### src/rtl/lzp_pkg.sv
`default_nettype none
// ----------------------------------------------------------------------------
// lzp_pkg
// Types, codes and constants shared by the LZ token bitstream packer.
// ----------------------------------------------------------------------------
package lzp_pkg;

  localparam int unsigned ADDR_BITS_DEF = 16;
  localparam int unsigned LEN_BITS_DEF  = 16;
  localparam int unsigned CMD_DEPTH_DEF = 2;
  localparam int unsigned RES_DEPTH_DEF = 16;

  localparam int unsigned BYTE_W    = 8;
  localparam int unsigned OFF_W     = 15;
  localparam int unsigned HI_W      = 9;
  localparam int unsigned LOW_W     = 7;
  localparam int unsigned CFG_IDX_W = 2;

  localparam logic [BYTE_W-1:0] FLAG_MSB   = 8'h80;
  localparam logic [HI_W-1:0]   END_GAMMA  = 9'd256;
  localparam logic [OFF_W-1:0]  OFF_RESET  = 15'd1;

  typedef enum logic [1:0] {
    REQ_LIT_RUN  = 2'd0,
    REQ_LIT_BYTE = 2'd1,
    REQ_MATCH    = 2'd2,
    REQ_END      = 2'd3
  } req_type_e;

  typedef enum logic [1:0] {
    STATUS_OK          = 2'd0,
    STATUS_MATCH_FIRST = 2'd1,
    STATUS_OVERFLOW    = 2'd2
  } status_e;

  typedef enum logic [CFG_IDX_W-1:0] {
    CFG_CLASSIC_MODE   = 2'd0,
    CFG_BACKWARDS_MODE = 2'd1
  } cfg_index_e;

  typedef enum logic [3:0] {
    ST_IDLE,
    ST_DECODE,
    ST_FLAG,
    ST_GAMMA,
    ST_PEND,
    ST_LIT,
    ST_FLUSH,
    ST_DONE,
    ST_ERR
  } back_state_e;

  typedef struct packed {
    logic classic;
    logic backwards;
  } cfg_t;

  typedef struct packed {
    logic wr;
    logic commit;
    logic drop;
  } res_ctl_t;

  function automatic int unsigned gamma_w(int unsigned len_bits);
    return (len_bits > HI_W) ? len_bits : HI_W;
  endfunction

endpackage
`default_nettype wire

### src/rtl/lzp_cmd_fifo.sv
`default_nettype none
// ----------------------------------------------------------------------------
// lzp_cmd_fifo
// Short word queue between the classifying front and the bit sequencer.
// ----------------------------------------------------------------------------
module lzp_cmd_fifo #(
  parameter int unsigned WIDTH = 8,
  parameter int unsigned DEPTH = lzp_pkg::CMD_DEPTH_DEF
) (
  input  wire logic             clk_i,
  input  wire logic             rst_ni,
  input  wire logic             wr_i,
  input  wire logic [WIDTH-1:0] wdata_i,
  output logic                  full_o,
  input  wire logic             rd_i,
  output logic [WIDTH-1:0]      rdata_o,
  output logic                  empty_o
);
  localparam int unsigned IW = (DEPTH > 1) ? $clog2(DEPTH) : 1;
  localparam int unsigned PW = IW + 1;

  logic [WIDTH-1:0] mem_q [DEPTH];
  logic [PW-1:0]    wptr_q, wptr_d;
  logic [PW-1:0]    rptr_q, rptr_d;
  logic [PW-1:0]    fill;

  assign fill    = wptr_q - rptr_q;
  assign full_o  = (fill == PW'(DEPTH));
  assign empty_o = (wptr_q == rptr_q);
  assign rdata_o = mem_q[rptr_q[IW-1:0]];

  always_comb begin
    wptr_d = wptr_q + PW'(wr_i && !full_o);
    rptr_d = rptr_q + PW'(rd_i && !empty_o);
  end

  always_ff @(posedge clk_i or negedge rst_ni) begin
    if (!rst_ni) begin
      wptr_q <= '0;
      rptr_q <= '0;
    end else begin
      wptr_q <= wptr_d;
      rptr_q <= rptr_d;
    end
  end

  always_ff @(posedge clk_i) begin
    if (wr_i && !full_o) begin
      mem_q[wptr_q[IW-1:0]] <= wdata_i;
    end
  end

endmodule
`default_nettype wire

### src/rtl/lzp_front.sv
`default_nettype none
// ----------------------------------------------------------------------------
// lzp_front
// Accepts tokens and prepares gamma values and their code lengths.
// ----------------------------------------------------------------------------
module lzp_front #(
  parameter int unsigned LEN_BITS = lzp_pkg::LEN_BITS_DEF,
  localparam int unsigned GV_W    = lzp_pkg::gamma_w(LEN_BITS),
  localparam int unsigned IDX_W   = $clog2(GV_W)
) (
  input  wire logic                 push,
  output logic                      full,
  input  wire logic [1:0]           req_type_i,
  input  wire logic [LEN_BITS-1:0]  run_length_i,
  input  wire logic [14:0]          match_offset_i,
  input  wire logic [7:0]           literal_byte_i,
  input  wire logic                 cmd_full_i,
  output logic                      cmd_wr_o,
  output logic [1:0]                cmd_kind_o,
  output logic [7:0]                cmd_lit_o,
  output logic [14:0]               cmd_off_o,
  output logic [6:0]                cmd_low_o,
  output logic [LEN_BITS-1:0]       cmd_len_o,
  output logic [IDX_W-1:0]          cmd_len_lead_o,
  output logic [LEN_BITS-1:0]       cmd_lenm1_o,
  output logic [IDX_W-1:0]          cmd_lenm1_lead_o,
  output logic [8:0]                cmd_hi_o,
  output logic [IDX_W-1:0]          cmd_hi_lead_o
);
  import lzp_pkg::*;

  function automatic logic [IDX_W-1:0] lead_pos(input logic [GV_W-1:0] v);
    logic [IDX_W-1:0] p;
    p = '0;
    for (int i = 0; i < GV_W; i++) begin
      if (v[i]) p = IDX_W'(i);
    end
    return p;
  endfunction

  req_type_e          kind;
  logic [OFF_W-1:0]   om1;
  logic [HI_W-1:0]    hi;
  logic [LEN_BITS-1:0] lenm1;

  always_comb begin
    kind  = req_type_e'(req_type_i);
    om1   = match_offset_i - OFF_W'(1);
    lenm1 = (run_length_i == '0) ? '0 : run_length_i - LEN_BITS'(1);
    hi    = (kind == REQ_END) ? END_GAMMA : ({1'b0, om1[OFF_W-1:LOW_W]} + HI_W'(1));
  end

  assign full             = cmd_full_i;
  assign cmd_wr_o         = push && !cmd_full_i;
  assign cmd_kind_o       = req_type_i;
  assign cmd_lit_o        = literal_byte_i;
  assign cmd_off_o        = match_offset_i;
  assign cmd_low_o        = om1[LOW_W-1:0];
  assign cmd_len_o        = run_length_i;
  assign cmd_len_lead_o   = lead_pos(GV_W'(run_length_i));
  assign cmd_lenm1_o      = lenm1;
  assign cmd_lenm1_lead_o = lead_pos(GV_W'(lenm1));
  assign cmd_hi_o         = hi;
  assign cmd_hi_lead_o    = lead_pos(GV_W'(hi));

endmodule
`default_nettype wire

### src/rtl/lzp_back.sv
`default_nettype none
// ----------------------------------------------------------------------------
// lzp_back
// Bit sequencer: emits flag bits one per cycle while the result queue is not
// full, packs flag bytes and the offset byte, and stages byte writes into the
// result queue.
module lzp_back #(
  parameter int unsigned ADDR_BITS = lzp_pkg::ADDR_BITS_DEF,
  parameter int unsigned LEN_BITS  = lzp_pkg::LEN_BITS_DEF,
  localparam int unsigned GV_W     = lzp_pkg::gamma_w(LEN_BITS),
  localparam int unsigned IDX_W    = $clog2(GV_W)
) (
  input  wire logic                 clk_i,
  input  wire logic                 rst_ni,
  input  wire lzp_pkg::cfg_t        cfg_i,
  input  wire logic                 cmd_valid_i,
  output logic                      cmd_pop_o,
  input  wire logic [1:0]           cmd_kind_i,
  input  wire logic [7:0]           cmd_lit_i,
  input  wire logic [14:0]          cmd_off_i,
  input  wire logic [6:0]           cmd_low_i,
  input  wire logic [LEN_BITS-1:0]  cmd_len_i,
  input  wire logic [IDX_W-1:0]     cmd_len_lead_i,
  input  wire logic [LEN_BITS-1:0]  cmd_lenm1_i,
  input  wire logic [IDX_W-1:0]     cmd_lenm1_lead_i,
  input  wire logic [8:0]           cmd_hi_i,
  input  wire logic [IDX_W-1:0]     cmd_hi_lead_i,
  input  wire logic                 res_full_i,
  output lzp_pkg::res_ctl_t         res_ctl_o,
  output logic [ADDR_BITS-1:0]      res_addr_o,
  output logic [7:0]                res_data_o,
  output logic                      res_last_o,
  output lzp_pkg::status_e          res_status_o
);
  import lzp_pkg::*;

  localparam int unsigned PW = ADDR_BITS + 1;

  back_state_e state_q, state_d;

  req_type_e           kind_q, kind_d;
  logic [BYTE_W-1:0]   lit_q, lit_d;
  logic [OFF_W-1:0]    off_q, off_d;
  logic [LOW_W-1:0]    low_q, low_d;
  logic [LEN_BITS-1:0] len_q, len_d;
  logic [IDX_W-1:0]    len_lead_q, len_lead_d;
  logic [LEN_BITS-1:0] lenm1_q, lenm1_d;
  logic [IDX_W-1:0]    lenm1_lead_q, lenm1_lead_d;
  logic [HI_W-1:0]     hi_q, hi_d;
  logic [IDX_W-1:0]    hi_lead_q, hi_lead_d;
  logic                new_match_q, new_match_d;

  logic [GV_W-1:0]     g_val_q, g_val_d;
  logic [IDX_W-1:0]    g_cnt_q, g_cnt_d;
  logic [IDX_W-1:0]    g_idx;
  logic                g_phase_q, g_phase_d;
  logic                g_inv_q, g_inv_d;
  logic                g_second_q, g_second_d;

  logic [PW-1:0]        pos_q, pos_d;
  logic [ADDR_BITS-1:0] faddr_q, faddr_d;
  logic [BYTE_W-1:0]    fval_q, fval_d;
  logic [BYTE_W-1:0]    fmask_q, fmask_d;
  logic                 drop_q, drop_d;
  logic [OFF_W-1:0]     prev_q, prev_d;

  logic [PW-1:0]        s_pos_q, s_pos_d;
  logic [ADDR_BITS-1:0] s_faddr_q, s_faddr_d;
  logic [BYTE_W-1:0]    s_fval_q, s_fval_d;
  logic [BYTE_W-1:0]    s_fmask_q, s_fmask_d;
  logic                 s_drop_q, s_drop_d;
  logic [OFF_W-1:0]     s_prev_q, s_prev_d;

  logic                 pend_q, pend_d;
  logic [ADDR_BITS-1:0] pend_addr_q, pend_addr_d;
  logic [BYTE_W-1:0]    pend_val_q, pend_val_d;
  logic                 ovf_q, ovf_d;

  logic                 held_valid_q, held_valid_d;
  logic [ADDR_BITS-1:0] held_addr_q, held_addr_d;
  logic [BYTE_W-1:0]    held_data_q, held_data_d;

  logic                 adv, bw, inv_cfg;
  logic                 bit_en, bit_v;
  logic                 emit;
  logic [ADDR_BITS-1:0] emit_addr;
  logic [BYTE_W-1:0]    emit_data;
  logic                 open_byte;
  logic [BYTE_W-1:0]    cur_mask;
  logic [BYTE_W-1:0]    cur_val;

  assign adv     = !res_full_i;
  assign bw      = cfg_i.backwards;
  assign inv_cfg = !cfg_i.classic && !cfg_i.backwards;
  assign g_idx   = g_cnt_q - IDX_W'(1);

  always_comb begin
    bit_en = 1'b0;
    bit_v  = 1'b0;
    case (state_q)
      ST_FLAG: begin
        bit_en = 1'b1;
        bit_v  = new_match_q || (kind_q == REQ_END);
      end
      ST_GAMMA: begin
        bit_en = 1'b1;
        if (g_cnt_q != '0) begin
          bit_v = g_phase_q ? (g_val_q[g_idx] ^ g_inv_q) : bw;
        end else begin
          bit_v = !bw;
        end
      end
      default: ;
    endcase
  end

  always_comb begin
    state_d = state_q;
    if (adv) begin
      case (state_q)
        ST_IDLE:   if (cmd_valid_i) state_d = ST_DECODE;
        ST_DECODE: begin
          if ((kind_q == REQ_MATCH || kind_q == REQ_END) && drop_q) begin
            state_d = ST_ERR;
          end else if (kind_q == REQ_LIT_BYTE) begin
            state_d = ST_LIT;
          end else begin
            state_d = ST_FLAG;
          end
        end
        ST_FLAG:   state_d = ST_GAMMA;
        ST_GAMMA: begin
          if (g_cnt_q == '0) begin
            if (new_match_q && !g_second_q) begin
              state_d = ST_PEND;
            end else if (kind_q == REQ_END) begin
              state_d = ST_FLUSH;
            end else begin
              state_d = ST_DONE;
            end
          end
        end
        ST_PEND:   state_d = ST_GAMMA;
        ST_LIT:    state_d = ST_DONE;
        ST_FLUSH:  state_d = ST_DONE;
        ST_DONE:   state_d = ST_IDLE;
        ST_ERR:    state_d = ST_IDLE;
        default:   state_d = ST_IDLE;
      endcase
    end
  end

  always_comb begin
    kind_d       = kind_q;
    lit_d        = lit_q;
    off_d        = off_q;
    low_d        = low_q;
    len_d        = len_q;
    len_lead_d   = len_lead_q;
    lenm1_d      = lenm1_q;
    lenm1_lead_d = lenm1_lead_q;
    hi_d         = hi_q;
    hi_lead_d    = hi_lead_q;
    new_match_d  = new_match_q;
    g_val_d      = g_val_q;
    g_cnt_d      = g_cnt_q;
    g_phase_d    = g_phase_q;
    g_inv_d      = g_inv_q;
    g_second_d   = g_second_q;
    pos_d        = pos_q;
    faddr_d      = faddr_q;
    fval_d       = fval_q;
    fmask_d      = fmask_q;
    drop_d       = drop_q;
    prev_d       = prev_q;
    s_pos_d      = s_pos_q;
    s_faddr_d    = s_faddr_q;
    s_fval_d     = s_fval_q;
    s_fmask_d    = s_fmask_q;
    s_drop_d     = s_drop_q;
    s_prev_d     = s_prev_q;
    pend_d       = pend_q;
    pend_addr_d  = pend_addr_q;
    pend_val_d   = pend_val_q;
    ovf_d        = ovf_q;
    held_valid_d = held_valid_q;
    held_addr_d  = held_addr_q;
    held_data_d  = held_data_q;
    cmd_pop_o    = 1'b0;
    res_ctl_o    = '0;
    res_addr_o   = held_addr_q;
    res_data_o   = held_data_q;
    res_last_o   = 1'b0;
    res_status_o = STATUS_OK;
    emit         = 1'b0;
    emit_addr    = '0;
    emit_data    = '0;
    open_byte    = (fmask_q == '0);
    cur_mask     = open_byte ? FLAG_MSB : fmask_q;
    cur_val      = (open_byte ? '0 : fval_q) | (bit_v ? cur_mask : '0);

    if (adv) begin
      // put one flag bit
      if (bit_en) begin
        if (drop_q) begin
          drop_d = 1'b0;
          if (pend_q) begin
            emit      = 1'b1;
            emit_addr = pend_addr_q;
            emit_data = pend_val_q | BYTE_W'(bit_v);
            pend_d    = 1'b0;
          end
        end else begin
          if (open_byte) begin
            faddr_d = pos_q[ADDR_BITS-1:0];
            pos_d   = pos_q + PW'(1);
            ovf_d   = ovf_q || pos_q[ADDR_BITS];
          end
          fval_d  = cur_val;
          fmask_d = cur_mask >> 1;
          if (cur_mask[0]) begin
            emit      = 1'b1;
            emit_addr = open_byte ? pos_q[ADDR_BITS-1:0] : faddr_q;
            emit_data = cur_val;
          end
        end
      end

      case (state_q)
        ST_IDLE: begin
          if (cmd_valid_i) begin
            cmd_pop_o    = 1'b1;
            kind_d       = req_type_e'(cmd_kind_i);
            lit_d        = cmd_lit_i;
            off_d        = cmd_off_i;
            low_d        = cmd_low_i;
            len_d        = cmd_len_i;
            len_lead_d   = cmd_len_lead_i;
            lenm1_d      = cmd_lenm1_i;
            lenm1_lead_d = cmd_lenm1_lead_i;
            hi_d         = cmd_hi_i;
            hi_lead_d    = cmd_hi_lead_i;
          end
        end
        ST_DECODE: begin
          new_match_d = (kind_q == REQ_MATCH) && (off_q != prev_q);
          s_pos_d     = pos_q;
          s_faddr_d   = faddr_q;
          s_fval_d    = fval_q;
          s_fmask_d   = fmask_q;
          s_drop_d    = drop_q;
          s_prev_d    = prev_q;
          pend_d      = 1'b0;
          ovf_d       = 1'b0;
        end
        ST_FLAG: begin
          g_phase_d  = 1'b0;
          g_second_d = 1'b0;
          if (new_match_q || kind_q == REQ_END) begin
            g_val_d = GV_W'(hi_q);
            g_cnt_d = hi_lead_q;
            g_inv_d = inv_cfg;
          end else begin
            g_val_d = GV_W'(len_q);
            g_cnt_d = len_lead_q;
            g_inv_d = 1'b0;
          end
        end
        ST_GAMMA: begin
          if (g_cnt_q != '0) begin
            if (g_phase_q) begin
              g_cnt_d   = g_idx;
              g_phase_d = 1'b0;
            end else begin
              g_phase_d = 1'b1;
            end
          end
        end
        ST_PEND: begin
          pend_addr_d = pos_q[ADDR_BITS-1:0];
          pos_d       = pos_q + PW'(1);
          ovf_d       = ovf_q || pos_q[ADDR_BITS];
          pend_val_d  = {(bw ? low_q : ~low_q), 1'b0};
          pend_d      = 1'b1;
          drop_d      = 1'b1;
          prev_d      = off_q;
          g_val_d     = GV_W'(lenm1_q);
          g_cnt_d     = lenm1_lead_q;
          g_inv_d     = 1'b0;
          g_phase_d   = 1'b0;
          g_second_d  = 1'b1;
        end
        ST_LIT: begin
          pos_d     = pos_q + PW'(1);
          ovf_d     = ovf_q || pos_q[ADDR_BITS];
          emit      = 1'b1;
          emit_addr = pos_q[ADDR_BITS-1:0];
          emit_data = lit_q;
        end
        ST_FLUSH: begin
          if (fmask_q != '0) begin
            emit      = 1'b1;
            emit_addr = faddr_q;
            emit_data = fval_q;
          end
          pos_d   = '0;
          faddr_d = '0;
          fval_d  = '0;
          fmask_d = '0;
          drop_d  = 1'b1;
          prev_d  = OFF_RESET;
        end
        ST_DONE: begin
          held_valid_d = 1'b0;
          res_ctl_o.commit = 1'b1;
          if (ovf_q) begin
            // drop staged writes, restore state, report overflow
            res_ctl_o.wr   = 1'b1;
            res_ctl_o.drop = 1'b1;
            res_addr_o     = s_pos_q[ADDR_BITS-1:0];
            res_data_o     = '0;
            res_last_o     = 1'b1;
            res_status_o   = STATUS_OVERFLOW;
            pos_d          = s_pos_q;
            faddr_d        = s_faddr_q;
            fval_d         = s_fval_q;
            fmask_d        = s_fmask_q;
            drop_d         = s_drop_q;
            prev_d         = s_prev_q;
          end else if (held_valid_q) begin
            res_ctl_o.wr = 1'b1;
            res_last_o   = 1'b1;
          end
        end
        ST_ERR: begin
          res_ctl_o.wr     = 1'b1;
          res_ctl_o.commit = 1'b1;
          res_addr_o       = pos_q[ADDR_BITS-1:0];
          res_data_o       = '0;
          res_last_o       = 1'b1;
          res_status_o     = STATUS_MATCH_FIRST;
        end
        default: ;
      endcase

      // hold the newest write until the next one shows it is not the last
      if (emit) begin
        if (held_valid_q) begin
          res_ctl_o.wr = 1'b1;
        end
        held_valid_d = 1'b1;
        held_addr_d  = emit_addr;
        held_data_d  = emit_data;
      end
    end
  end

  always_ff @(posedge clk_i or negedge rst_ni) begin
    if (!rst_ni) begin
      state_q      <= ST_IDLE;
      pos_q        <= '0;
      faddr_q      <= '0;
      fval_q       <= '0;
      fmask_q      <= '0;
      drop_q       <= 1'b1;
      prev_q       <= OFF_RESET;
      pend_q       <= 1'b0;
      ovf_q        <= 1'b0;
      held_valid_q <= 1'b0;
    end else begin
      state_q      <= state_d;
      pos_q        <= pos_d;
      faddr_q      <= faddr_d;
      fval_q       <= fval_d;
      fmask_q      <= fmask_d;
      drop_q       <= drop_d;
      prev_q       <= prev_d;
      pend_q       <= pend_d;
      ovf_q        <= ovf_d;
      held_valid_q <= held_valid_d;
    end
  end

  always_ff @(posedge clk_i) begin
    kind_q       <= kind_d;
    lit_q        <= lit_d;
    off_q        <= off_d;
    low_q        <= low_d;
    len_q        <= len_d;
    len_lead_q   <= len_lead_d;
    lenm1_q      <= lenm1_d;
    lenm1_lead_q <= lenm1_lead_d;
    hi_q         <= hi_d;
    hi_lead_q    <= hi_lead_d;
    new_match_q  <= new_match_d;
    g_val_q      <= g_val_d;
    g_cnt_q      <= g_cnt_d;
    g_phase_q    <= g_phase_d;
    g_inv_q      <= g_inv_d;
    g_second_q   <= g_second_d;
    s_pos_q      <= s_pos_d;
    s_faddr_q    <= s_faddr_d;
    s_fval_q     <= s_fval_d;
    s_fmask_q    <= s_fmask_d;
    s_drop_q     <= s_drop_d;
    s_prev_q     <= s_prev_d;
    pend_addr_q  <= pend_addr_d;
    pend_val_q   <= pend_val_d;
    held_addr_q  <= held_addr_d;
    held_data_q  <= held_data_d;
  end

  a_no_write_when_full: assert property (@(posedge clk_i) disable iff (!rst_ni)
    res_ctl_o.wr |-> !res_full_i)
    else $error("result write while queue full");

  a_err_only_before_header: assert property (@(posedge clk_i) disable iff (!rst_ni)
    (state_q == ST_ERR) |-> drop_q)
    else $error("match-first error without open drop bit");

  a_offset_byte_flushed: assert property (@(posedge clk_i) disable iff (!rst_ni)
    (state_q == ST_DONE && !ovf_q) |-> !pend_q)
    else $error("offset byte left unwritten at item end");

endmodule
`default_nettype wire

### src/rtl/lzp_res_fifo.sv
`default_nettype none
// ----------------------------------------------------------------------------
// lzp_res_fifo
// Result queue with a commit point: words of a token become visible only
// once the token completes, and are discarded when it is rejected.
// ----------------------------------------------------------------------------
module lzp_res_fifo #(
  parameter int unsigned ADDR_BITS = lzp_pkg::ADDR_BITS_DEF,
  parameter int unsigned DEPTH     = lzp_pkg::RES_DEPTH_DEF
) (
  input  wire logic                  clk_i,
  input  wire logic                  rst_ni,
  input  wire lzp_pkg::res_ctl_t     ctl_i,
  input  wire logic [ADDR_BITS-1:0]  wr_addr_i,
  input  wire logic [7:0]            wr_data_i,
  input  wire logic                  wr_last_i,
  input  wire lzp_pkg::status_e      wr_status_i,
  output logic                       full_o,
  input  wire logic                  pop_i,
  output logic                       empty_o,
  output logic [ADDR_BITS-1:0]       rd_addr_o,
  output logic [7:0]                 rd_data_o,
  output logic                       rd_last_o,
  output lzp_pkg::status_e           rd_status_o
);
  import lzp_pkg::*;

  localparam int unsigned IW = $clog2(DEPTH);
  localparam int unsigned PW = IW + 1;

  logic [ADDR_BITS-1:0] addr_q   [DEPTH];
  logic [BYTE_W-1:0]    data_q   [DEPTH];
  logic                 last_q   [DEPTH];
  status_e              status_q [DEPTH];

  logic [PW-1:0] wptr_q, wptr_d;
  logic [PW-1:0] cptr_q, cptr_d;
  logic [PW-1:0] rptr_q, rptr_d;
  logic [PW-1:0] base;
  logic [PW-1:0] fill;
  logic [PW-1:0] ready_cnt;

  assign fill        = wptr_q - rptr_q;
  assign ready_cnt   = cptr_q - rptr_q;
  assign full_o      = (fill == PW'(DEPTH));
  assign empty_o     = (rptr_q == cptr_q);
  assign rd_addr_o   = addr_q[rptr_q[IW-1:0]];
  assign rd_data_o   = data_q[rptr_q[IW-1:0]];
  assign rd_last_o   = last_q[rptr_q[IW-1:0]];
  assign rd_status_o = status_q[rptr_q[IW-1:0]];

  always_comb begin
    base   = ctl_i.drop ? cptr_q : wptr_q;
    wptr_d = base + PW'(ctl_i.wr);
    cptr_d = ctl_i.commit ? wptr_d : cptr_q;
    rptr_d = rptr_q + PW'(pop_i && !empty_o);
  end

  always_ff @(posedge clk_i or negedge rst_ni) begin
    if (!rst_ni) begin
      wptr_q <= '0;
      cptr_q <= '0;
      rptr_q <= '0;
    end else begin
      wptr_q <= wptr_d;
      cptr_q <= cptr_d;
      rptr_q <= rptr_d;
    end
  end

  always_ff @(posedge clk_i) begin
    if (ctl_i.wr) begin
      addr_q[base[IW-1:0]]   <= wr_addr_i;
      data_q[base[IW-1:0]]   <= wr_data_i;
      last_q[base[IW-1:0]]   <= wr_last_i;
      status_q[base[IW-1:0]] <= wr_status_i;
    end
  end

  a_fill_bound: assert property (@(posedge clk_i) disable iff (!rst_ni)
    fill <= PW'(DEPTH))
    else $error("result queue over capacity");

  a_commit_behind_write: assert property (@(posedge clk_i) disable iff (!rst_ni)
    ready_cnt <= fill)
    else $error("commit point ahead of write pointer");

  a_commit_shows_word: assert property (@(posedge clk_i) disable iff (!rst_ni)
    (ctl_i.wr && ctl_i.commit) |=> !empty_o)
    else $error("committed word not visible");

endmodule
`default_nettype wire

### src/rtl/lz_token_bitstream_packer.sv
`default_nettype none
// ----------------------------------------------------------------------------
// lz_token_bitstream_packer
// Packs LZ tokens into a compressed bitstream as byte writes.
//
// Input side is a queue: present a token and raise push; it is taken when
// full is low. Results come out of a queue: while empty is low the oldest
// byte write (write_addr_o, write_data_o, is_last_o, status_o) is shown,
// and pop takes it. Settings are written over the cfg channel (ready is
// always high); the user must do this while no token is in flight, unchecked.
// A token is worked off by the single-bit shift sequencer: a literal byte
// is written as one byte, a run header or repeat match takes a flag bit
// and the length gamma, a new-offset match its flag bit, the offset gamma,
// the offset byte and the gamma of length minus one, an end marker its
// flag bit, the end gamma and a flush. Words of a token appear once the
// token is finished; a rejected token shows a single status word instead.
// A two-entry token queue keeps push open while the sequencer works, and
// the sequencer holds when the 16-entry result queue is full.
// Reset empties both queues and starts a new stream at address 0.
// ----------------------------------------------------------------------------
module lz_token_bitstream_packer #(
  parameter int unsigned ADDR_BITS = lzp_pkg::ADDR_BITS_DEF,
  parameter int unsigned LEN_BITS  = lzp_pkg::LEN_BITS_DEF
) (
  input  wire logic                          clk_i,
  input  wire logic                          rst_ni,
  input  wire logic                          push,
  output logic                               full,
  input  wire logic [1:0]                    req_type_i,
  input  wire logic [LEN_BITS-1:0]           run_length_i,
  input  wire logic [14:0]                   match_offset_i,
  input  wire logic [7:0]                    literal_byte_i,
  output logic                               empty,
  input  wire logic                          pop,
  output logic [ADDR_BITS-1:0]               write_addr_o,
  output logic [7:0]                         write_data_o,
  output logic                               is_last_o,
  output logic [1:0]                         status_o,
  input  wire logic                          cfg_valid_i,
  output logic                               cfg_ready_o,
  input  wire logic [lzp_pkg::CFG_IDX_W-1:0] cfg_index_i,
  input  wire logic                          cfg_data_i
);
  import lzp_pkg::*;

  localparam int unsigned GV_W  = gamma_w(LEN_BITS);
  localparam int unsigned IDX_W = $clog2(GV_W);
  localparam int unsigned CMD_W = 2 + BYTE_W + OFF_W + LOW_W + 2 * LEN_BITS
                                  + 3 * IDX_W + HI_W;

  cfg_t cfg_q;

  logic                cmd_wr, cmd_full, cmd_empty, cmd_pop;
  logic [CMD_W-1:0]    cmd_wdata, cmd_rdata;
  logic [1:0]          f_kind, b_kind;
  logic [7:0]          f_lit, b_lit;
  logic [14:0]         f_off, b_off;
  logic [6:0]          f_low, b_low;
  logic [LEN_BITS-1:0] f_len, b_len, f_lenm1, b_lenm1;
  logic [IDX_W-1:0]    f_len_lead, b_len_lead, f_lenm1_lead, b_lenm1_lead;
  logic [IDX_W-1:0]    f_hi_lead, b_hi_lead;
  logic [8:0]          f_hi, b_hi;

  res_ctl_t             res_ctl;
  logic                 res_full;
  logic [ADDR_BITS-1:0] res_addr;
  logic [7:0]           res_data;
  logic                 res_last;
  status_e              res_status;
  status_e              rd_status;

  assign cfg_ready_o = 1'b1;

  always_ff @(posedge clk_i or negedge rst_ni) begin
    if (!rst_ni) begin
      cfg_q <= '0;
    end else if (cfg_valid_i && cfg_ready_o) begin
      case (cfg_index_i)
        CFG_CLASSIC_MODE:   cfg_q.classic   <= cfg_data_i;
        CFG_BACKWARDS_MODE: cfg_q.backwards <= cfg_data_i;
        default: ;
      endcase
    end
  end

  lzp_front #(
    .LEN_BITS (LEN_BITS)
  ) u_front (
    .push             (push),
    .full             (full),
    .req_type_i       (req_type_i),
    .run_length_i     (run_length_i),
    .match_offset_i   (match_offset_i),
    .literal_byte_i   (literal_byte_i),
    .cmd_full_i       (cmd_full),
    .cmd_wr_o         (cmd_wr),
    .cmd_kind_o       (f_kind),
    .cmd_lit_o        (f_lit),
    .cmd_off_o        (f_off),
    .cmd_low_o        (f_low),
    .cmd_len_o        (f_len),
    .cmd_len_lead_o   (f_len_lead),
    .cmd_lenm1_o      (f_lenm1),
    .cmd_lenm1_lead_o (f_lenm1_lead),
    .cmd_hi_o         (f_hi),
    .cmd_hi_lead_o    (f_hi_lead)
  );

  assign cmd_wdata = {f_kind, f_lit, f_off, f_low, f_len, f_len_lead,
                      f_lenm1, f_lenm1_lead, f_hi, f_hi_lead};
  assign {b_kind, b_lit, b_off, b_low, b_len, b_len_lead,
          b_lenm1, b_lenm1_lead, b_hi, b_hi_lead} = cmd_rdata;

  lzp_cmd_fifo #(
    .WIDTH (CMD_W),
    .DEPTH (CMD_DEPTH_DEF)
  ) u_cmd_fifo (
    .clk_i   (clk_i),
    .rst_ni  (rst_ni),
    .wr_i    (cmd_wr),
    .wdata_i (cmd_wdata),
    .full_o  (cmd_full),
    .rd_i    (cmd_pop),
    .rdata_o (cmd_rdata),
    .empty_o (cmd_empty)
  );

  lzp_back #(
    .ADDR_BITS (ADDR_BITS),
    .LEN_BITS  (LEN_BITS)
  ) u_back (
    .clk_i            (clk_i),
    .rst_ni           (rst_ni),
    .cfg_i            (cfg_q),
    .cmd_valid_i      (!cmd_empty),
    .cmd_pop_o        (cmd_pop),
    .cmd_kind_i       (b_kind),
    .cmd_lit_i        (b_lit),
    .cmd_off_i        (b_off),
    .cmd_low_i        (b_low),
    .cmd_len_i        (b_len),
    .cmd_len_lead_i   (b_len_lead),
    .cmd_lenm1_i      (b_lenm1),
    .cmd_lenm1_lead_i (b_lenm1_lead),
    .cmd_hi_i         (b_hi),
    .cmd_hi_lead_i    (b_hi_lead),
    .res_full_i       (res_full),
    .res_ctl_o        (res_ctl),
    .res_addr_o       (res_addr),
    .res_data_o       (res_data),
    .res_last_o       (res_last),
    .res_status_o     (res_status)
  );

  lzp_res_fifo #(
    .ADDR_BITS (ADDR_BITS),
    .DEPTH     (RES_DEPTH_DEF)
  ) u_res_fifo (
    .clk_i       (clk_i),
    .rst_ni      (rst_ni),
    .ctl_i       (res_ctl),
    .wr_addr_i   (res_addr),
    .wr_data_i   (res_data),
    .wr_last_i   (res_last),
    .wr_status_i (res_status),
    .full_o      (res_full),
    .pop_i       (pop),
    .empty_o     (empty),
    .rd_addr_o   (write_addr_o),
    .rd_data_o   (write_data_o),
    .rd_last_o   (is_last_o),
    .rd_status_o (rd_status)
  );

  assign status_o = rd_status;

endmodule
`default_nettype wire
### config.mk
export PLATFORM = sky130hd
export DESIGN_NAME = lz_token_bitstream_packer
export DESIGN_NICKNAME = d
export VERILOG_FILES = /design/src/rtl/lzp_pkg.sv /design/src/rtl/lzp_cmd_fifo.sv /design/src/rtl/lzp_front.sv /design/src/rtl/lzp_back.sv /design/src/rtl/lzp_res_fifo.sv /design/src/rtl/lz_token_bitstream_packer.sv
export SDC_FILE = /design/constraint.sdc
export NUM_CORES = 1
export LEC_CHECK = 0
export ABC_CLOCK_PERIOD_IN_PS = 21100
export BUFFER_PORTS_ARGS = -buffer_cell sky130_fd_sc_hd__clkbuf_2
export CAP_MARGIN = 25
export CORE_MARGIN = 2
export CORE_UTILIZATION = 25
export CTS_BUF_LIST = sky130_fd_sc_hd__clkbuf_4
export DETAILED_ROUTE_END_ITERATION = 7
export GPL_ROUTABILITY_DRIVEN = 1
export PLACE_DENSITY = 0.36
export SLEW_MARGIN = 10
export SYNTH_ARGS = -nofsm -noshare
export SYNTH_HDL_FRONTEND = slang
export SYNTH_SLANG_ARGS = --single-unit
export TNS_END_PERCENT = 5
### constraint.sdc
create_clock -name clk_i -period 21.1 [get_ports clk_i]
set_input_delay 1.055 -clock clk_i [delete_from_list [all_inputs] [get_ports clk_i]]
set_output_delay 1.055 -clock clk_i [all_outputs]
set_load 0.005 [all_outputs]
Word level (Yosys, flattened, before mapping)
Memory sizes are Yosys's and may differ from the RTL's. A register that Yosys moved wholly into a read port is not among the register bits.
Index checks and enable logic that the tools add are counted.
{"block": "word_totals", "register_bits": 229, "mem_bits_rw": 602, "in_bits": 49, "output_inout_bits": 30, "elab_cells": 279, "n_memories": 5}
{"memory": "u_res_fifo.addr_q", "depth": 16, "word_bits": 16, "read_ports": 1, "rd_ports_with_merged_regs": 0, "wr": 1, "line_no": "lzp_res_fifo.sv:31", "source": "logic [ADDR_BITS-1:0] addr_q [DEPTH];"}
{"memory": "u_cmd_fifo.mem_q", "depth": 2, "word_bits": 85, "read_ports": 1, "rd_ports_with_merged_regs": 1, "wr": 1, "line_no": "lzp_cmd_fifo.sv:22", "source": "logic [WIDTH-1:0] mem_q [DEPTH];"}
{"memory": "u_res_fifo.data_q", "depth": 16, "word_bits": 8, "read_ports": 1, "rd_ports_with_merged_regs": 0, "wr": 1, "line_no": "lzp_res_fifo.sv:32", "source": "logic [BYTE_W-1:0] data_q [DEPTH];"}
{"memory": "u_res_fifo.status_q", "depth": 16, "word_bits": 2, "read_ports": 1, "rd_ports_with_merged_regs": 0, "wr": 1, "line_no": "lzp_res_fifo.sv:34", "source": "status_e status_q [DEPTH];"}
{"memory": "u_res_fifo.last_q", "depth": 16, "word_bits": 1, "read_ports": 1, "rd_ports_with_merged_regs": 0, "wr": 1, "line_no": "lzp_res_fifo.sv:33", "source": "logic last_q [DEPTH];"}
{"block": "classes", "n_addsub": 11, "n_lt_le_gt_ge": 1, "n_eq_ne": 24, "mux": 147, "bitwise_logic": 6, "n_reduce_logical": 52}
{"op": "$mux W16", "n": 13}
{"op": "$mux W8", "n": 16}
{"op": "$pmux W16 S2", "n": 4}
{"op": "$mux W4", "n": 24}
{"op": "$mux W17", "n": 4}
{"op": "$pmux W8 S2", "n": 4}
{"op": "$pmux W17 S3", "n": 1}
{"op": "$pmux W15 S3", "n": 1}
{"op": "$mux W3", "n": 14}
{"op": "$mux W1", "n": 40}
{"op": "$pmux W4 S5", "n": 1}
{"op": "$pmux W1 S2", "n": 9}
{"op": "$reduce_bool A3 Y1", "n": 6}
{"op": "$add A17 B1 Y17 const B", "n": 1}
{"op": "$eq A4 B3 Y1 const B", "n": 4}
{"op": "$logic_not A16 Y1", "n": 1}
{"op": "$mux W2", "n": 8}
{"op": "$sub A16 B1 Y16 const B", "n": 1}
{"op": "$mux W15", "n": 1}
{"op": "$ne A15 B15 Y1", "n": 1}
{"op": "$reduce_and A3 Y1", "n": 5}
{"op": "$sub A15 B1 Y15 const B", "n": 1}
{"op": "$reduce_and A2 Y1", "n": 7}
{"op": "$pmux W4 S3", "n": 1}
{"op": "39 further kinds", "n": 73}

Logic depth before layout (Yosys ltp)
Gate-level depths: netlist of run 1.
{"block": "depth", "ltp_word": 17, "ltp_mapped": 19, "ltp_nobuf": 15}

By module
Synthesis of run 1 repeated with hierarchy kept, for this count alone.
{"block": "hier_totals", "cells_unflattened": 2444, "hier_area_um2": 38653.3}
{"mod": "lzp_res_fifo", "n_inst": 1, "cells_each": 786, "area_each_um2": 17269.1, "seq_area_each_um2": 13347.8}
{"mod": "lzp_back", "n_inst": 1, "cells_each": 1048, "area_each_um2": 12857.3, "seq_area_each_um2": 8440.6}
{"mod": "lzp_cmd_fifo", "n_inst": 1, "cells_each": 284, "area_each_um2": 6490.0, "seq_area_each_um2": 5205.0}
{"mod": "lzp_front", "n_inst": 1, "cells_each": 317, "area_each_um2": 1934.4, "seq_area_each_um2": 0.0}
{"mod": "lz_token_bitstream_packer", "n_inst": 1, "cells_each": 9, "area_each_um2": 102.6, "seq_area_each_um2": 50.0}

Least setup slack after synthesis of run 1
No wires, ideal clock.
{"block": "synth_timing", "kind": "register -> register", "from": "register u_res_fifo.rptr_q[2]", "to": "register u_back.hi_lead_q[0], enable pin", "setup_time_ps": 651, "arrival_ps": 8622, "required_ps": 20449, "slack_ps": 11827, "stages_incl_launch_ff": 11, "n_path_buf": 4, "synth_period_minus_slack_ps": 9273, "cell_sequence": "dfrtp_1 > clkbuf_1 > inv_2 > clkbuf_1 > ha_1 > o21a_1 > o211ai_1 > a211oi_1 > buf_2 > buf_2 > a211oi_1"}
{"block": "synth_between", "elab_chain_len": 4}
{"item": "start: declaration", "line_no": "lzp_res_fifo.sv:38", "source": "logic [PW-1:0] rptr_q, rptr_d;"}
{"item": "start signal: assignment", "line_no": "lzp_res_fifo.sv:67", "source": "rptr_q <= rptr_d;"}
{"item": "$sub A5 B5 Y5", "line_no": "lzp_res_fifo.sv:43", "source": "assign fill = wptr_q - rptr_q;"}
{"item": "$eq A5 B5 Y1", "line_no": "lzp_res_fifo.sv:45", "source": "assign full_o = (fill == PW'(DEPTH));"}
{"item": "$not A1 Y1 (no line)"}
{"item": "$reduce_and A3 Y1 (no line)"}
{"item": "end signal: assignment", "line_no": "lzp_back.sv:394", "source": "hi_lead_q <= hi_lead_d;"}
{"item": "end: declaration", "line_no": "lzp_back.sv:50", "source": "logic [IDX_W-1:0] hi_lead_q, hi_lead_d;"}
No other way between the ends.
A chain may end at the register's enable or synchronous reset.

Worst setup path after layout of run 1
{"block": "layout_timing", "from": "register u_res_fifo.rptr_q[1]", "to": "memory u_res_fifo.data_q[5][0], enable pin"}
{"block": "layout_between", "elab_chain_len": 5, "word_cells_on_any_way": 6, "classes_between": "add/sub (1); eq/ne (1); mux (4)"}
{"item": "$sub A5 B5 Y5 *", "line_no": "lzp_res_fifo.sv:43"}
{"item": "$eq A5 B5 Y1 *", "line_no": "lzp_res_fifo.sv:45"}
{"item": "$mux W3 *", "line_no": "lzp_back.sv:202", "source": "if (adv) begin"}
{"item": "$mux W1", "line_no": "lzp_res_fifo.sv:72", "source": "if (ctl_i.wr) begin"}
{"item": "$mux W1 (not written as such)", "line_no": "lzp_res_fifo.sv:74", "source": "data_q[base[IW-1:0]] <= wr_data_i;"}
{"item": "end: declaration", "line_no": "lzp_res_fifo.sv:32"}
Mark *: on every way between the ends. The rest lies on a longest branch, timed or not.

==> run_results.csv, run 1 <==
group,metric,value,unit
run_status,outcome,"complete, no violations",
critical_path,cpPeakStageDelay,0.96,ns
floorplan,coreArea,147800,sq um
floorplan,die_h,390.0,um
sta,fmax,175.8,MHz
sta,period_minus_slack,5.689,ns
power_and_ir_drop,combinationalPowerShare,0.279,
route,wire_per_inst,21.28,um
critical_path,slowest_stage,"dfrtp_4",
route,vias,21070,
synth,synthMuxAreaShare,0.1260,
floorplan,fp-row-count,141,
clocking,worstSkewPairLatency,1.19,ns
critical_path,crit_fanout,57,
power_and_ir_drop,power_frac_clock,0.270,
sta,finalClockSkew,0.09679,ns
floorplan,pin_count,79,
synth,synth-edff-count,820,
power_and_ir_drop,powerDensity,140.6,nW/um^2
power_and_ir_drop,net-switching-power,2.038,mW
critical_path,critPathKind,"reg -> reg",
sta,rsz0062_at_grt,"false",
clocking,cts_buffer_depth,4,
global_routing,grt_max_degree,63,
final_layout,final_cell_mix,"edfxtp_1, clkbuf_4, mux4_2",
synth,synthAdderAreaFrac,0.006047,
final_layout,seq_area,26970,sq um
clocking,tritoncts_num_sinks,913,
clocking,cts_resized,0,
clocking,cts_setup_buffers,0,
synth,synth_top_area_frac,0.6611,
synth,synth_top_family_by_area,"multiplexers",
clocking,cts_buffers,280,
synth,yosys.area_share.simple,0.05120,
sta,worst_pin_slew,1.087,ns
synth,ys_seq_elements,913,
placed_design,hpwl,61.01,mm
floorplan,die_x,390.0,um
final_layout,final_layout_size_suffix_gt1_frac,0.3202,
sta,timing.hold.ws,0.1891,ns
clocking,htreeDepth,5,
sta,setup_viol_count_final,0,
final_layout,layout_commonest_cell,"edfxtp_1",
critical_path,crit_chain,"inv_1 -> ha_1 -> nor2b_1 -> o21a_1 -> o211ai_1 -> a211o_1 -> and2_2 -> buf_4 -> mux2i_1 -> nand3_1 -> nor2_4 -> buf_4",
synth,synth_compound_area_frac,0.06057,
power_and_ir_drop,p_sw_frac,0.3282,
route,final_antenna_net_count,0,
power_and_ir_drop,power.total,6.211,mW
synth,synth.area.top_cells,"edfxtp_1, mux4_2, dfrtp_1",
route,drtIter0Drc,1273,
final_layout,final_nets,2618,
clocking,cts_tree,"built",
min_path,hold_class,"in -> reg",
placed_design,gp_congestion,0.7649,
sta,layout_setup_ws,15.41,ns
synth,synth_area,37240,sq um
clocking,cts-root-buf,"clkbuf_4",
route,drc,0,
global_routing,grt_pass1_wl,147.9,mm
global_routing,track_usage,0.1312,
global_routing,antenna_found_initial,10,
critical_path,arrival,6.47,ns
synth,syn_avg_cell_area,16.88,sq um
global_routing,first_global_vias,22550,
final_layout,n_fill_cell,14820,
route,viasPerCell,4.503,
power_and_ir_drop,power.leakage,14.93,nW
job,drv_cap,0,
power_and_ir_drop,p_int,4.173,mW
floorplan,start_util,0.2519,
sta,fin_tns_setup,0,ns
power_and_ir_drop,vdd_drop_max,0.00009883,V
placed_design,numPortBuffers,77,
synth,yosys.area.top_type,"edfxtp_1",
synth,syn_inst,2206,
power_and_ir_drop,p_seq_frac,0.450,
global_routing,overflow,0,
synth,ys_async_sr_fraction,0.1019,
placed_design,dp.cells,4171,
critical_path,start_kind,"flop",
critical_path,critPathRequiredTime,21.88,ns
final_layout,synthToLayoutAreaGrowth,18.65,%
route,wirelength,99.59,mm
critical_path,endpoint_kind,"flop",
synth,ys_warn_count,0,
synth,ys_seq_area_frac,0.7237,
final_layout,final_cells,4679,
sta,slew_violations,0,
synth,ys.flop_type,"edfxtp_1",
clocking,cts.reportedPaths.clkPinSlew,0.06,ns
sta,slew_headroom,0.2688,
synth,syn_nets,2273,
critical_path,worst_path_most_repeated_cell,"buf_4",
floorplan,die-area,152100,sq um
final_layout,multiInputGateArea,9913,sq um
route,dr.pass1.iters,5,
synth,synth_cell_type_count,74,
placed_design,place_ws,15.37,ns
sta,period_share,0.2696,
synth,synthXorXnorAreaFrac,0.01623,
sta,finalHoldViolCount,0,
==> repair_timing <==
| action | 4_1_cts | 5_1_grt |
|---|---|---|
| hold endpoints to repair | 59 | 0 |
| hold buffers | 20 | 0 |
| setup endpoints to repair | 0 | 0 |
==> routing by layer <==
metal / vias up / wire length (um) / GRT usage
li1: 9578 / - / -
met1: 10750 / 41970 / 0.1581
met2: 515 / 50660 / 0.2263
met3: 227 / 3844 / 0.02788
met4: 0 / 3115 / 0.05560
met5: - / 0 / 0
==> registers in the layout, indices dropped and copies added, names as in the netlist, 9 cells and up <==
register	cells
u_res_fifo.data_q	128
u_res_fifo.addr_q	256
u_back.prev_q	15
u_back.held_addr_q	16
u_res_fifo.status_q	32
u_res_fifo.last_q	16
u_back.pos_q	17
u_back.faddr_q	16
u_back.off_q	15
u_back.lenm1_q	16
u_back.g_val_q	16
u_back.s_faddr_q	16
u_cmd_fifo.mem_q	168
u_back.len_q	16
u_back.s_prev_q	15
u_back.pend_addr_q	16
u_back.s_pos_q	17
u_back.hi_q	9
==> final cells by class <==
cell class | count | area share
antenna | 7 | 0.0003964
sequential | 913 | 0.6102
timing repair buffer | 173 | 0.02970
clock inverter | 62 | 0.007191
multi-input combinational | 1139 | 0.2243
inverter | 44 | 0.003737
tap | 1930 | 0.05464
clock buffer | 411 | 0.06982
==> through the flow <==
stage	util	cell area [sq um]
5_1_grt	0.2989	44190
4_1_cts	0.2982	44080
3_3_place_gp	0.2724	40280
3_5_place_dp	0.2738	40480
2_1_floorplan	-	37240
6_report	0.2989	44190
==> synth_stat cells, types with 23 or more instances <==
library cell,instances
a21oi_1,76
a22oi_1,58
buf_1,26
clkbuf_1,73
dfrtp_1,91
edfxtp_1,820
inv_1,42
mux2_2,105
mux2i_1,33
mux4_2,140
nand2_1,136
nand3_1,29
nor2_1,138
nor3_1,23
o21ai_0,114
xnor2_1,45
xor2_1,24
==> power by group through the flow <==
stage                     Sequential (mW)  Clock, mW  Combinational, mW
after global routing                 2.84       1.85               1.92
final                                2.80       1.68               1.74
after CTS                            2.81       1.76               1.79
after detailed placement             2.85          0               1.78
after floorplan                      2.70          0               1.17
after global placement               2.86          0               1.73
==> kinds of logic after synthesis <==
kind of cell    after synthesis
flops                       913
compound gates              356
simple gates                415
buf+inv                     154
fa+ha+maj                    18
mux                         280
xor+xnor                     69
other cells                   1
==> worst max-delay path: cells and delay by family, from the launching register on <==
family	cells	cell delay (ns)
compound gates	3	1.12
fa+ha+maj	1	0.33
buf+inv	3	1.12
flops	1	0.96
mux	1	0.42
simple gates	4	1.29
==> worst paths after layout <==
check,start,endpoint,slack (ns),cells past startpoint
min in group asynchronous,rst_ni,cfg_q[0],0.38,2
max reg2reg,u_res_fifo.rptr_q[1],u_res_fifo.data_q[5][0],15.41,12
min reg2reg,u_back.s_fval_q[7],u_back.fval_q[7],0.45,2
min,match_offset_i[5],u_cmd_fifo.mem_q[1][65],0.19,1
max,u_res_fifo.rptr_q[1],u_res_fifo.data_q[5][0],15.41,12
max in group asynchronous,rst_ni,u_back.pos_q[0],19.14,4
No activity file was read; power rests on OpenSTA's default activity.
==> run 2, diff against run 1 <==
--- a/config.mk
+++ b/config.mk
@@ -5,7 +5,7 @@
 export SDC_FILE = /design/constraint.sdc
 export NUM_CORES = 1
 export LEC_CHECK = 0
-export ABC_CLOCK_PERIOD_IN_PS = 21100
+export ABC_CLOCK_PERIOD_IN_PS = 5110
 export BUFFER_PORTS_ARGS = -buffer_cell sky130_fd_sc_hd__clkbuf_2
 export CAP_MARGIN = 25
 export CORE_MARGIN = 2
@@ -13,7 +13,7 @@
 export CTS_BUF_LIST = sky130_fd_sc_hd__clkbuf_4
 export DETAILED_ROUTE_END_ITERATION = 7
 export GPL_ROUTABILITY_DRIVEN = 1
-export PLACE_DENSITY = 0.36
+export PLACE_DENSITY = 0.37
 export SLEW_MARGIN = 10
 export SYNTH_ARGS = -nofsm -noshare
 export SYNTH_HDL_FRONTEND = slang
==> constraint.sdc (replaced) <==
create_clock -name clk_i -period 5.11 [get_ports clk_i]
set_input_delay 0.2555 -clock clk_i [delete_from_list [all_inputs] [get_ports clk_i]]
set_output_delay 0.2555 -clock clk_i [all_outputs]
set_load 0.005 [all_outputs]
==> run 2 against run 1 <==
Net effect:
- hold slack lost 0.032 ns
- critical path type unchanged
- die area is the same
- sequential power grew to 4.1 times the previous value
- power grew to 4.1 times the previous value
==> run_results.csv, run 2 (synthesis results as in run 1) <==
group,metric,value,unit
clocking,cts_buffer_depth,4,
placed_design,post_dp_cell_area,40590,sq um
power_and_ir_drop,p_int,17.06,mW
power_and_ir_drop,combinationalPowerShare,0.290,
power_and_ir_drop,power_frac_clock,0.262,
sta,layout_setup_ws,1.109,ns
final_layout,final_cells,4750,
clocking,cts_buffers,279,
power_and_ir_drop,p_sw_frac,0.3278,
global_routing,first_global_vias,23070,
global_routing,track_usage,0.1296,
clocking,cts_tree,"built",
route,wirelength,98.04,mm
global_routing,busiest_layer,"met2",
final_layout,n_fill_cell,14710,
floorplan,pin_count,79,
job,drv_cap,0,
min_path,hold_start,"match_offset_i[0]",
power_and_ir_drop,vdd_drop_max,0.0003960,V
clocking,worstSkewPairLatency,1.17,ns
route,final_antenna_net_count,0,
min_path,min_to,"u_cmd_fifo.mem_q[1][56]",
power_and_ir_drop,powerDensity,564.9,nW/um^2
critical_path,endpoint_kind,"flop",
sta,fin_tns_setup,0,ns
critical_path,crit_chain,"inv_1 -> ha_1 -> nor2b_1 -> o21a_1 -> or4_1 -> a211o_1 -> and2_2 -> mux2i_1 -> inv_1 -> nand3b_1 -> nor2_4 -> buf_12",
clocking,htreeDepth,5,
final_layout,largest_reg_flops,256,
critical_path,cpPeakStageDelay,0.61,ns
floorplan,die-area,152100,sq um
global_routing,grt_max_degree,112,
sta,finalClockSkew,0.08403,ns
critical_path,start_kind,"flop",
min_path,hold_depth,4,
sta,slew_violations,0,
route,viasPerCell,4.512,
clocking,tritoncts_num_sinks,913,
route,wire_per_inst,20.64,um
sta,fmax,250.0,MHz
critical_path,critPathKind,"reg -> reg",
placed_design,gp_congestion,0.7547,
global_routing,antenna_found_initial,3,
critical_path,r2r_start,"u_res_fifo.rptr_q[1]",
power_and_ir_drop,net-switching-power,8.318,mW
global_routing,met3_usage,0.02848,
global_routing,use_met2,0.2170,
global_routing,overflow,0,
clocking,cts-root-buf,"clkbuf_4",
critical_path,critPathRequiredTime,5.96,ns
sta,worst_pin_slew,1.035,ns
sta,period_share,0.7829,
sta,slew_headroom,0.3075,
sta,period_minus_slack,4.001,ns
clocking,cts_resized,0,
clocking,cts.reportedPaths.clkPinSlew,0.07,ns
final_layout,layout_commonest_cell,"edfxtp_1",
critical_path,slowest_stage,"nor2_4",
sta,rsz0062_at_grt,"false",
global_routing,grt_pass1_wl,147.2,mm
route,drc,0,
placed_design,hpwl,58.18,mm
critical_path,worst_path_most_repeated_cell,"inv_1",
route,dr.pass1.iters,5,
floorplan,fp-row-count,141,
final_layout,final_layout_size_suffix_gt1_frac,0.3096,
power_and_ir_drop,p_seq_frac,0.449,
critical_path,rr_worst_depth,12,
min_path,hold_class,"in -> reg",
sta,finalHoldViolCount,0,
floorplan,die_x,390.0,um
sta,setup_viol_count_final,0,
critical_path,crit_fanout,13,
floorplan,die_h,390.0,um
global_routing,grtUsageMet1,0.1616,
sta,timing.hold.ws,0.1570,ns
final_layout,final_cell_mix,"edfxtp_1, clkbuf_4, mux4_2",
floorplan,coreArea,147800,sq um
critical_path,arrival,4.85,ns
placed_design,place_ws,1.076,ns
placed_design,dp.cells,4176,
final_layout,final_nets,2699,
floorplan,start_util,0.2519,
power_and_ir_drop,power.leakage,15.19,nW
placed_design,numPortBuffers,77,
critical_path,rr_endpoint,"u_res_fifo.addr_q[3][14]",
route,vias,21430,
run_status,outcome,"complete, no violations",
final_layout,design_area,44920,sq um
final_layout,synthToLayoutAreaGrowth,20.61,%
route,drtIter0Drc,1202,
critical_path,reg2reg_slack,1.11,ns
clocking,cts_setup_buffers,0,
## run 2: cell types whose count changed in the layout (fill, tap and decap cells not counted), moves of 4 or more
cell,change
buf_16,-6
buf_12,+14
dlygate4sd3_1,+78
clkbuf_4,-6
inv_2,-4
## run 2: timing repair
action / 4_1_cts / 5_1_grt
hold buffers: 99 / 0
setup endpoints to repair: 0 / 0
endpoints found under the hold margin: 288 / 0
## run 2: cell type report
class,instances,area (sq um),area share
Timing Repair Buffer,255,2162,0.04813
Tap cell,1930,2415,0.05376
Antenna cell,7,17.52,0.0003899
Sequential cell,913,26970,0.6003
Inverter,44,165.2,0.003677
Multi-Input combinational cell,1139,9935,0.2212
Clock buffer,405,3040,0.06768
Clock inverter,57,221.5,0.004930
## run 2: worst max-delay path by stage
stage	from	end	slack [ns]	depth (start not counted)
global placement	u_res_fifo.rptr_q[1]	u_res_fifo.status_q[3][0]	1.07	12
CTS	u_res_fifo.rptr_q[0]	write_addr_o[8]	0.83	4
floorplan	u_res_fifo.rptr_q[2]	u_back.hi_lead_q[0]	0.08	10
finish	u_res_fifo.rptr_q[1]	u_res_fifo.addr_q[3][14]	1.11	12
global route	u_res_fifo.rptr_q[0]	write_addr_o[1]	0.76	4
detailed placement	u_res_fifo.rptr_q[1]	u_res_fifo.addr_q[3][13]	1.08	12
## run 2: power groups by stage
stage               Clock (mW)  Combinational [mW]  Sequential, mW
floorplan                    0                4.87            11.1
finish                    6.64                7.35            11.4
global placement             0                7.47            11.5
global route              7.38                8.10            11.5
CTS                       6.98                7.62            11.4
detailed placement           0                7.54            11.6
## run 2: per-layer routing
metal	vias to the layer above	part of all wire	wire length, um
met5	-	0	0
met4	0	0.027	2634
met3	215	0.040	3887
met2	519	0.50	48760
met1	10970	0.44	42760
li1	9730	-	-
## run 2: worst max-delay path, delay by kind of cell, from the launching register on
family	cells	cell delay, ns
adder cells (fa/ha/maj)	1	0.23
AO/OA/AOI/OAI	2	0.47
flip-flops	1	0.48
buffers and inverters	3	0.44
AND/OR/NAND/NOR	5	1.89
multiplexers	1	0.18
## run 2: stage by stage
step / total power, mW / utilization
2_1_floorplan: 15.98 / -
3_3_place_gp: 19.01 / 0.2743
3_5_place_dp: 19.10 / 0.2745
4_1_cts: 26.01 / 0.3034
5_1_grt: 27.02 / 0.3039
6_report: 25.38 / 0.3039
==> run 3, diff against run 2 <==
--- a/config.mk
+++ b/config.mk
@@ -5,7 +5,7 @@
 export SDC_FILE = /design/constraint.sdc
 export NUM_CORES = 1
 export LEC_CHECK = 0
-export ABC_CLOCK_PERIOD_IN_PS = 5110
+export ABC_CLOCK_PERIOD_IN_PS = 3330
 export BUFFER_PORTS_ARGS = -buffer_cell sky130_fd_sc_hd__clkbuf_2
 export CAP_MARGIN = 25
 export CORE_MARGIN = 2
==> constraint.sdc (replaced) <==
create_clock -name clk_i -period 3.33 [get_ports clk_i]
set_input_delay 0.1665 -clock clk_i [delete_from_list [all_inputs] [get_ports clk_i]]
set_output_delay 0.1665 -clock clk_i [all_outputs]
set_load 0.005 [all_outputs]
==> run 3 against run 2 <==
Net effect:
- the run now ends with negative setup slack left
- clock skew is 0.013 ns higher
- cell area grew 4.4%
- sequential share of layout area is 2.5 points lower
- register-to-register slack worse by 1.3 ns
- critical path type unchanged
- combinational power is 85% higher
- fmax grew 14%
==> run_results.csv, run 3 (synthesis results as in run 1) <==
group,metric,value,unit
sta,timing.hold.ws,0.1562,ns
clocking,htreeDepth,5,
critical_path,endpoint_kind,"flop",
global_routing,busiest_layer,"met2",
power_and_ir_drop,power.leakage,16.17,nW
critical_path,critPathKind,"reg -> reg",
power_and_ir_drop,vdd_drop_max,0.0002870,V
global_routing,track_usage,0.1375,
route,dr.pass1.iters,6,
floorplan,die-area,152100,sq um
job,drv_cap,0,
final_layout,largest_reg_flops,256,
critical_path,cpPeakStageDelay,0.51,ns
sta,finalClockSkew,0.09714,ns
clocking,cts.reportedPaths.clkPinSlew,0.06,ns
placed_design,numPortBuffers,77,
critical_path,slowest_stage,"dfrtp_4",
final_layout,final_nets,2832,
floorplan,coreArea,147800,sq um
critical_path,crit_chain,"inv_4 -> ha_4 -> nor2b_1 -> o21a_1 -> or4_4 -> a211o_1 -> and2_4 -> buf_6 -> mux2i_4 -> buf_6 -> nand3b_1 -> buf_6 -> nor2_4 -> buf_12",
run_status,outcome,"complete, but fails checks",
global_routing,met3_usage,0.02924,
sta,setup_viol_count_final,433,
power_and_ir_drop,powerDensity,884.1,nW/um^2
critical_path,crit_family,"simple AND/OR/NAND/NOR gates",
sta,finalHoldViolCount,0,
sta,layout_setup_ws,-0.1793,ns
final_layout,final_layout_size_suffix_gt1_frac,0.3478,
floorplan,pin_count,79,
sta,rsz0062_at_grt,"true",
sta,fmax,285.0,MHz
global_routing,grtUsageMet1,0.1695,
critical_path,arrival,4.31,ns
sta,slew_headroom,0.3796,
global_routing,grt_max_degree,53,
route,wirelength,104.6,mm
floorplan,die_h,390.0,um
clocking,cts_buffers,280,
placed_design,hpwl,62.35,mm
floorplan,fp-row-count,141,
critical_path,crit_fanout,21,
clocking,cts_buffer_depth,4,
global_routing,overflow,0,
sta,period_share,1.054,
sta,slew_violations,0,
clocking,cts_tree,"built",
sta,worst_pin_slew,0.9228,ns
power_and_ir_drop,power.total,41.46,mW
sta,period_minus_slack,3.509,ns
critical_path,worst_path_most_repeated_cell,"buf_6",
clocking,cts-root-buf,"clkbuf_4",
route,vias,22180,
global_routing,grt_pass1_wl,155.8,mm
final_layout,synthToLayoutAreaGrowth,25.92,%
clocking,tritoncts_num_sinks,913,
global_routing,first_global_vias,24130,
final_layout,n_fill_cell,14640,
floorplan,die_x,390.0,um
run_status,violations,"negative setup slack",
final_layout,layout_commonest_cell,"edfxtp_1",
critical_path,critPathRequiredTime,4.13,ns
clocking,worstSkewPairLatency,1.20,ns
route,viasPerCell,4.540,
route,drc,0,
global_routing,use_met2,0.2358,
final_layout,finish.utilization,0.3172,
route,drtIter0Drc,1325,
placed_design,gp_congestion,0.7710,
route,wire_per_inst,21.41,um
final_layout,final_cell_mix,"edfxtp_1, clkbuf_4, mux4_2",
min_path,hold_class,"in -> reg",
global_routing,antenna_found_initial,6,
critical_path,start_kind,"flop",
critical_path,cp.buffers_inverters,5,
floorplan,start_util,0.2519,
route,final_antenna_net_count,0,
==> run 3: per-layer routing <==
metal / share of wire / routed length, um / up-vias
li1: - / - / 10010
met1: 0.43 / 44800 / 11440
met2: 0.51 / 53310 / 521
met3: 0.037 / 3842 / 210
met4: 0.025 / 2659 / 0
met5: 0 / 0 / -
==> run 3: repair_timing <==
item / CTS / global route
hold endpoints to repair: 425 / 0
pin swaps: 9 / 5
endpoints found under the setup margin: 489 / 477
gates resized for setup: 62 / 15
gates cloned: 11 / 2
setup buffers: 11 / 1
hold buffers: 110 / 0
==> run 3: worst register-to-register path, stage by stage, from the launching register on <==
cell	delay (ns)
dfrtp_4	0.51
inv_4	0.07
ha_4	0.19
nor2b_1	0.12
o21a_1	0.19
or4_4	0.48
a211o_1	0.29
and2_4	0.16
buf_6	0.14
mux2i_4	0.19
buf_6	0.13
nand3b_1	0.17
buf_6	0.16
nor2_4	0.12
buf_12	0.21
==> run 3: layout make-up <==
class | count | area [sq um] | area share
antenna | 9 | 22.52 | 0.0004802
inverter | 44 | 170.2 | 0.003628
tap | 1930 | 2415 | 0.05149
sequential | 913 | 26970 | 0.5750
clock inverter | 47 | 239.0 | 0.005096
timing repair buffer | 387 | 3899 | 0.08313
clock buffer | 417 | 3131 | 0.06675
multi-input combinational | 1139 | 10060 | 0.2144
==> run 3: worst paths after layout <==
path / from / endpoint / slack [ns] / cells after the start
worst max-delay path: u_res_fifo.rptr_q[1] / u_res_fifo.data_q[6][5] / -0.18 / 14
worst min-delay path: pop / u_res_fifo.rptr_q[0] / 0.16 / 4
worst max register to register: u_res_fifo.rptr_q[1] / u_res_fifo.data_q[6][5] / -0.18 / 14
worst min register to register: u_back.s_fval_q[7] / u_back.fval_q[7] / 0.46 / 2
max in group asynchronous: rst_ni / u_res_fifo.rptr_q[0] / 2.74 / 4
min in group asynchronous: rst_ni / cfg_q[0] / 0.20 / 4
==> run 3: through the flow <==
stage,setup TNS [ns],instances,worst slack [ns],area (sq um)
finish,-40.02,4886,-0.1793,46900
global route,-89.21,4886,-0.3408,46900
CTS,-48.78,4874,-0.3249,46720
detailed placement,-62.56,4278,-0.2752,41580
global placement,-64.80,4278,-0.3201,41580
floorplan,-667.11,2206,-1.230,37330
==> run 3: power breakdown <==
part	internal, mW	switching [mW]	total, mW
Clock	5.82	4.78	10.6
Sequential	16.1	1.11	17.2
Combinational	5.86	7.75	13.6
